### src/design/text_screen_editor_top_assert.svh
// ----------------------------------------------------------------------------
// Assertion macros for the text screen editor
// Concurrent check wrappers clocked on clock and disabled while reset is high.
// ----------------------------------------------------------------------------
`ifndef TEXT_SCREEN_EDITOR_TOP_ASSERT_SVH
`define TEXT_SCREEN_EDITOR_TOP_ASSERT_SVH

`ifndef ASSERT_OFF

// Plain property check.
`define TSE_ASSERT(lbl, prop, msg) \
   lbl: assert property (@(posedge clock) disable iff (reset) prop) else $error(msg);

// Condition in one cycle implies a result in the next cycle.
`define TSE_ASSERT_NEXT(lbl, pre, post, msg) \
   lbl: assert property (@(posedge clock) disable iff (reset) (pre) |=> (post)) \
      else $error(msg);

`else

`define TSE_ASSERT(lbl, prop, msg)
`define TSE_ASSERT_NEXT(lbl, pre, post, msg)

`endif

`endif

### src/design/tse_pkg.sv
// ----------------------------------------------------------------------------
// Text screen editor package
// Screen geometry, character codes, control word layout and helper functions.
// ----------------------------------------------------------------------------
package tse_pkg;

   // Screen geometry.
   localparam int COLUMNS = 40;
   localparam int ROWS    = 24;
   localparam int CELLS   = ROWS * COLUMNS;
   localparam int ADDR_W  = $clog2(CELLS);

   // Field widths fixed by the interface.
   localparam int ROW_W  = 5;
   localparam int COL_W  = 6;
   localparam int CHAR_W = 8;
   localparam int IDX_W  = 10;
   localparam int CMD_W  = 2;

   // Program counter width of the sequencer.
   localparam int PC_W = 5;

   // Commands.
   localparam logic [CMD_W-1:0] CMD_PUT  = 2'd0;
   localparam logic [CMD_W-1:0] CMD_READ = 2'd1;
   localparam logic [CMD_W-1:0] CMD_HOME = 2'd2;

   // Control characters.
   localparam logic [CHAR_W-1:0] CH_UP    = 8'h1C;
   localparam logic [CHAR_W-1:0] CH_DOWN  = 8'h1D;
   localparam logic [CHAR_W-1:0] CH_LEFT  = 8'h1E;
   localparam logic [CHAR_W-1:0] CH_RIGHT = 8'h1F;
   localparam logic [CHAR_W-1:0] CH_CLEAR = 8'h7D;
   localparam logic [CHAR_W-1:0] CH_TAB   = 8'h7F;
   localparam logic [CHAR_W-1:0] CH_EOL   = 8'h9B;

   // Inverse-video bit that shows the cursor.
   localparam logic [CHAR_W-1:0] MARK_BIT = 8'h80;

   // Margin reset values.
   localparam logic [COL_W-1:0] LM_RESET = 6'd2;
   localparam logic [COL_W-1:0] RM_RESET = 6'd39;

   // Memory read address source.
   typedef enum logic [1:0] {
      RD_NONE,
      RD_CURSOR,
      RD_INDEX,
      RD_AHEAD
   } rd_sel_type;

   // Memory write source.
   typedef enum logic [2:0] {
      WR_NONE,
      WR_UNMARK,
      WR_CHAR,
      WR_MARK,
      WR_ZERO,
      WR_COPY
   } wr_sel_type;

   // Cursor update.
   typedef enum logic [1:0] {
      CUR_HOLD,
      CUR_CTRL,
      CUR_ADVANCE,
      CUR_HOME
   } cur_op_type;

   // Sweep pointer update.
   typedef enum logic [1:0] {
      PTR_HOLD,
      PTR_CLEAR,
      PTR_STEP
   } ptr_op_type;

   // Sequencer branch kinds; a conditional branch falls through to the next step.
   typedef enum logic [2:0] {
      JMP_NEXT,
      JMP_GOTO,
      JMP_DISPATCH,
      JMP_SCROLL,
      JMP_NOSCROLL,
      JMP_FILL,
      JMP_COPY
   } jmp_type;

   // One microcode word.
   typedef struct packed {
      rd_sel_type       rd;
      wr_sel_type       wr;
      cur_op_type       cur;
      ptr_op_type       ptr;
      logic             mark_off;
      logic             respond;
      logic             rsp_read;
      jmp_type          jmp;
      logic [PC_W-1:0]  target;
   } cw_type;

   // Datapath status seen by the sequencer.
   typedef struct packed {
      logic              accept;
      logic [CMD_W-1:0]  cmd;
      logic [CHAR_W-1:0] code;
      logic              scroll;
      logic              fill_more;
      logic              copy_more;
      logic              stall;
   } seq_status_type;

   // A margin beyond the last column acts as the last column.
   function automatic logic [COL_W-1:0] eff_margin(input logic [COL_W-1:0] m);
      if (32'(m) > COLUMNS - 1) return COL_W'(COLUMNS - 1);
      return m;
   endfunction

   // ASCII to screen code, bit 7 kept.
   function automatic logic [CHAR_W-1:0] map_code(input logic [CHAR_W-1:0] c);
      logic [6:0] low;
      logic [6:0] s;
      low = c[6:0];
      if (low < 7'h20) s = low + 7'h40;
      else if (low < 7'h60) s = low - 7'h20;
      else s = low;
      return {c[7], s};
   endfunction

endpackage

### src/design/tse_sequencer.sv
// ----------------------------------------------------------------------------
// Text screen editor sequencer
// Step counter and microcode store that drive the screen datapath.
// ----------------------------------------------------------------------------
module tse_sequencer (
   input  logic                    clock,
   input  logic                    reset,
   input  tse_pkg::seq_status_type status,
   output tse_pkg::cw_type         cw
);
   import tse_pkg::*;

   // Step addresses of the program.
   localparam logic [PC_W-1:0] ST_BOOT = 5'd0;
   localparam logic [PC_W-1:0] ST_IDLE = 5'd1;
   localparam logic [PC_W-1:0] ST_RD0  = 5'd2;
   localparam logic [PC_W-1:0] ST_RD1  = 5'd3;
   localparam logic [PC_W-1:0] ST_NOP  = 5'd4;
   localparam logic [PC_W-1:0] ST_CHR0 = 5'd5;
   localparam logic [PC_W-1:0] ST_MRK0 = 5'd6;
   localparam logic [PC_W-1:0] ST_MRK1 = 5'd7;
   localparam logic [PC_W-1:0] ST_CTL0 = 5'd8;
   localparam logic [PC_W-1:0] ST_CTL1 = 5'd9;
   localparam logic [PC_W-1:0] ST_SCR0 = 5'd10;
   localparam logic [PC_W-1:0] ST_SCR1 = 5'd11;
   localparam logic [PC_W-1:0] ST_SCR2 = 5'd12;
   localparam logic [PC_W-1:0] ST_SCR3 = 5'd13;
   localparam logic [PC_W-1:0] ST_SCRJ = 5'd14;
   localparam logic [PC_W-1:0] ST_CLR0 = 5'd15;
   localparam logic [PC_W-1:0] ST_CLR1 = 5'd16;
   localparam logic [PC_W-1:0] ST_CLRJ = 5'd17;

   localparam cw_type CW_BLANK = '{
      rd: RD_NONE, wr: WR_NONE, cur: CUR_HOLD, ptr: PTR_HOLD, mark_off: 1'b0,
      respond: 1'b0, rsp_read: 1'b0, jmp: JMP_NEXT, target: ST_IDLE
   };

   logic [PC_W-1:0] pc_ff;
   logic [PC_W-1:0] pc_in;
   logic            take_branch;

   // Microcode store: one control word per step.
   function automatic cw_type ucode(input logic [PC_W-1:0] a);
      cw_type w;
      w = CW_BLANK;
      case (a)
         // Clear the whole store after reset.
         ST_BOOT: begin
            w.wr = WR_ZERO; w.ptr = PTR_STEP; w.jmp = JMP_FILL; w.target = ST_BOOT;
         end
         ST_IDLE: begin
            w.jmp = JMP_DISPATCH; w.target = ST_IDLE;
         end
         // Read one cell.
         ST_RD0: begin
            w.rd = RD_INDEX;
         end
         ST_RD1: begin
            w.respond = 1'b1; w.rsp_read = 1'b1; w.jmp = JMP_GOTO;
         end
         ST_NOP: begin
            w.respond = 1'b1; w.jmp = JMP_GOTO;
         end
         // Store a character over the marked cell and advance.
         ST_CHR0: begin
            w.wr = WR_CHAR; w.cur = CUR_ADVANCE; w.ptr = PTR_CLEAR;
            w.jmp = JMP_SCROLL; w.target = ST_SCR0;
         end
         // Mark the new cursor cell and answer.
         ST_MRK0: begin
            w.rd = RD_CURSOR;
         end
         ST_MRK1: begin
            w.wr = WR_MARK; w.respond = 1'b1; w.jmp = JMP_GOTO;
         end
         // Cursor motion: unmark, move, maybe scroll.
         ST_CTL0: begin
            w.rd = RD_CURSOR;
         end
         ST_CTL1: begin
            w.wr = WR_UNMARK; w.cur = CUR_CTRL; w.ptr = PTR_CLEAR;
            w.jmp = JMP_NOSCROLL; w.target = ST_MRK0;
         end
         // Scroll: copy each row up, then zero the bottom row.
         ST_SCR0: begin
            w.rd = RD_AHEAD; w.ptr = PTR_STEP;
         end
         ST_SCR1: begin
            w.rd = RD_AHEAD; w.wr = WR_COPY; w.ptr = PTR_STEP;
            w.jmp = JMP_COPY; w.target = ST_SCR1;
         end
         ST_SCR2: begin
            w.wr = WR_COPY;
         end
         ST_SCR3: begin
            w.wr = WR_ZERO; w.ptr = PTR_STEP; w.jmp = JMP_FILL; w.target = ST_SCR3;
         end
         ST_SCRJ: begin
            w.jmp = JMP_GOTO; w.target = ST_MRK0;
         end
         // Clear screen and home the cursor.
         ST_CLR0: begin
            w.cur = CUR_HOME; w.ptr = PTR_CLEAR; w.mark_off = 1'b1;
         end
         ST_CLR1: begin
            w.wr = WR_ZERO; w.ptr = PTR_STEP; w.jmp = JMP_FILL; w.target = ST_CLR1;
         end
         ST_CLRJ: begin
            w.jmp = JMP_GOTO; w.target = ST_MRK0;
         end
         default: begin
            w.jmp = JMP_GOTO;
         end
      endcase
      return w;
   endfunction

   // First step of the routine for a request.
   function automatic logic [PC_W-1:0] entry_of(input logic [CMD_W-1:0] cmd,
                                                input logic [CHAR_W-1:0] code);
      logic [PC_W-1:0] e;
      case (cmd)
         CMD_PUT: begin
            if (code == CH_CLEAR) e = ST_CLR0;
            else if (code inside {CH_UP, CH_DOWN, CH_LEFT, CH_RIGHT, CH_TAB, CH_EOL})
               e = ST_CTL0;
            else e = ST_CHR0;
         end
         CMD_READ: e = ST_RD0;
         CMD_HOME: e = ST_CTL0;
         default:  e = ST_NOP;
      endcase
      return e;
   endfunction

   assign cw = ucode(pc_ff);

   // Branch condition of the current word.
   always_comb begin
      case (cw.jmp)
         JMP_GOTO:     take_branch = 1'b1;
         JMP_SCROLL:   take_branch = status.scroll;
         JMP_NOSCROLL: take_branch = !status.scroll;
         JMP_FILL:     take_branch = status.fill_more;
         JMP_COPY:     take_branch = status.copy_more;
         default:      take_branch = 1'b0;
      endcase
   end

   // Next step.
   always_comb begin
      if (status.stall) begin
         pc_in = pc_ff;
      end else if (cw.jmp == JMP_DISPATCH) begin
         pc_in = status.accept ? entry_of(status.cmd, status.code) : pc_ff;
      end else if (take_branch) begin
         pc_in = cw.target;
      end else begin
         pc_in = pc_ff + PC_W'(1);
      end
   end

   always_ff @(posedge clock) begin
      if (reset) begin
         pc_ff <= ST_BOOT;
      end else begin
         pc_ff <= pc_in;
      end
   end

endmodule

### config.mk
export PLATFORM = sky130hd
export DESIGN_NAME = tse_sequencer
export DESIGN_NICKNAME = d
export VERILOG_FILES = /design/src/design/text_screen_editor_top_assert.svh /design/src/design/tse_pkg.sv /design/src/design/tse_sequencer.sv
export SDC_FILE = /design/constraint.sdc
export NUM_CORES = 1
export LEC_CHECK = 0
export ABC_AREA = 1
export ABC_CLOCK_PERIOD_IN_PS = 3900
export BUFFER_PORTS_ARGS = -buffer_cell sky130_fd_sc_hd__buf_2
export CORE_MARGIN = 3
export CORE_UTILIZATION = 33
export DETAILED_ROUTE_END_ITERATION = 6
export GPL_ROUTABILITY_DRIVEN = 0
export SYNTH_ARGS = -nofsm -noshare
export SYNTH_HDL_FRONTEND = slang
export SYNTH_SLANG_ARGS = --single-unit
### constraint.sdc
create_clock -name clock -period 3.9 [get_ports clock]
set_input_delay 0.585 -clock clock [delete_from_list [all_inputs] [get_ports clock]]
set_output_delay 0.585 -clock clock [all_outputs]
set_load 0.02 [all_outputs]
==> metrics.txt <==
status=finished, final reports clean; Primary FF master, synth=dfxtp_1; final hold vios=0; die area=3730 µm²; count of standard-cell rows=19; clock root cell=clkbuf_4; vias in the first global route=1,041; Synth-to-Final Area Change=23.7%; async set or reset register ratio after synthesis=0%; # Post-CTS Setup Buffers=0; crit path time final=2.63 ns; mean routed wirelength per cell=11.2 µm; clock skew=0.00740 ns; Post-Route Setup TNS=0 ns; worst-case clock buffer depth=2; flip-flop count of the largest register after layout=5; period utilization=67.5%; CP Capture Type=output pin; Worst-path clk slew=0.05 ns; hold path cells=2; r2r worst-path depth=14; Worst Tran Pin Value=0.385 ns; CTS H-tree lvls=1; fmax=380 MHz; EDFF count, synth=0; grt ovf=0; Post-DP HPWL=2340 µm; synth warn=0; Final setup viols=0; Post-CTS Resized=0; Critical path buffers and inverters=4; FF+latch count, synth=5; cell count after synthesis=171; Worst Path Required=3.31 ns; Final nets=233; first-pass GRT wire length=4430 µm; CP max FO=5; CTS buffer count=3; TritonCTS clock tree=yes; core box area=2830 µm²; RSZ-0062 raised after global routing=no; critical path startpoint category=flip-flop; final slew viol count=0; antenna cells=0; worst vdd ir=0.299 mV; Die Ht=61.1 µm; hold buffers post-CTS=0; cell depth of the worst setup path=10; relative slew slack=74.3%; biggest regs=pc_ff: 5 flops; detailed-route via count=1,176; initial antenna violation count=0; DR pass1 iterations=4; count of different cell masters after synthesis=31; largest net degree at the start of global routing=9; DRC viols=0; Seq/Total Area, Yosys=9.99%; Clk Latency, worst-skew pair=0.25 ns; Routed Wire Length=2700 µm; DRT antenna net count=0; arrival time at the worst endpoint=2.05 ns; final cell count without fillers=241; Initial Util=35.4%; Syn Area/Cell=5.86 µm²; gr usage total=15.5%; critical path, cell by cell=inv_1 -> ha_1 -> inv_2 -> nor2_4 -> nand2_1 -> o211ai_1 -> nor3_1 -> a21boi_1 -> inv_1 -> buf_2; Sink Count=5; CP dominant cell by count=inv_1; WS Path Type=reg2out; Leakage=0.753 nW; # port buffers=36; Net Count, Synth=193; Pwr Density=797 nW/µm²; Placed Cells=237; width of the chip=61.1 µm; Vias/cell=4.88; CP max stage delay=0.39 ns; Slowest cell on crit path=dfxtp_1; post-synthesis cell area=1000 µm²; layout cells sized above 1=32.9%; Max-Cap Viols=0; delay-heaviest family, CP=simple AND/OR/NAND/NOR gates; 1st-iter DRT viols=78; IO Pins=37; Core Util, Final=43.8%; Largest Register=pc_ff; Hold Path Class=in2reg
==> power by group <==
group | switching (mW) | internal, mW
combinational | 0.544 | 0.272
clock | 0.0227 | 0.0388
sequential | 0.0392 | 0.0713
total | 0.606 | 0.382
==> layout by cell type (no fill, tap or decap), drive strengths merged <==
master / instances
nand4: 8
nand3: 25
a21boi: 1
o2111ai: 1
inv: 33
o22ai: 2
nor3: 4
nand2: 39
o21ai: 6
a31oi: 1
clkbuf: 4
nor2: 28
clkinv: 1
xor2: 1
dfxtp: 5
xnor2: 1
a21oi: 7
ha: 5
buf: 36
o211ai: 2
==> layout make-up <==
type,count,area (µm²)
clock buffers,4,26.3
inverters,34,128
well taps,31,38.8
fillers,315,1590
flip-flops and latches,5,100
repair buffers,36,180
multi-input cells,131,767
==> layer usage <==
metal / track usage (%) / vias up / part of all wire, %
li1: - / 639 / -
met1: 21.4 / 509 / 50
met2: 25.5 / 24 / 45
met3: 1.26 / 4 / 4.2
met4: 4.64 / 0 / 1.0
met5: 0 / - / 0
==> through the flow <==
step	instance area [µm²]	setup slack, ns	power [mW]	hold slack, ns
2_1_floorplan	1000	1.74	0.731	0.531
3_3_place_gp	1210	1.58	0.935	0.586
3_5_place_dp	1210	1.53	0.928	0.580
4_1_cts	1240	1.26	0.992	0.523
5_1_grt	1240	1.04	1.10	0.530
6_report	1240	1.27	0.988	0.530
==> cells in the mapped netlist (2+ instances only) <==
| cell | count | area, µm² |
|---|---|---|
| nand3_2 | 2 | 20.0 |
| inv_1 | 26 | 97.6 |
| nor3_1 | 4 | 20.0 |
| nand4_1 | 8 | 50.1 |
| o22ai_1 | 2 | 12.5 |
| nand2_4 | 2 | 22.5 |
| nor2_1 | 20 | 75.1 |
| nor2_4 | 3 | 33.8 |
| nand2_2 | 6 | 37.5 |
| o21ai_1 | 4 | 20.0 |
| nor2_2 | 4 | 25.0 |
| inv_2 | 7 | 26.3 |
| a21oi_1 | 5 | 25.0 |
| nand3_1 | 22 | 110 |
| dfxtp_1 | 5 | 100 |
| nand2_1 | 31 | 116 |
| a21oi_2 | 2 | 17.5 |
| ha_1 | 5 | 62.6 |
==> cells by family after synthesis <==
| kind of cell | count (synthesis) | synth area share (%) |
|---|---|---|
| AO/OA/AOI/OAI | 20 | 13.9 |
| XOR/XNOR | 2 | 1.75 |
| flip-flops | 5 | 9.99 |
| AND/OR/NAND/NOR | 104 | 54.7 |
| adder cells (fa/ha/maj) | 5 | 6.24 |
| buffers and inverters | 35 | 13.5 |
==> worst paths after layout <==
check | startpoint | endpoint | slack (ns)
max | pc_ff[1] | cw[0] | 1.27
min | reset | pc_ff[4] | 0.53
max reg2reg | pc_ff[0] | pc_ff[4] | 1.76
min reg2reg | pc_ff[4] | pc_ff[4] | 0.59
Note: power is estimated with default switching activity, not from simulation.
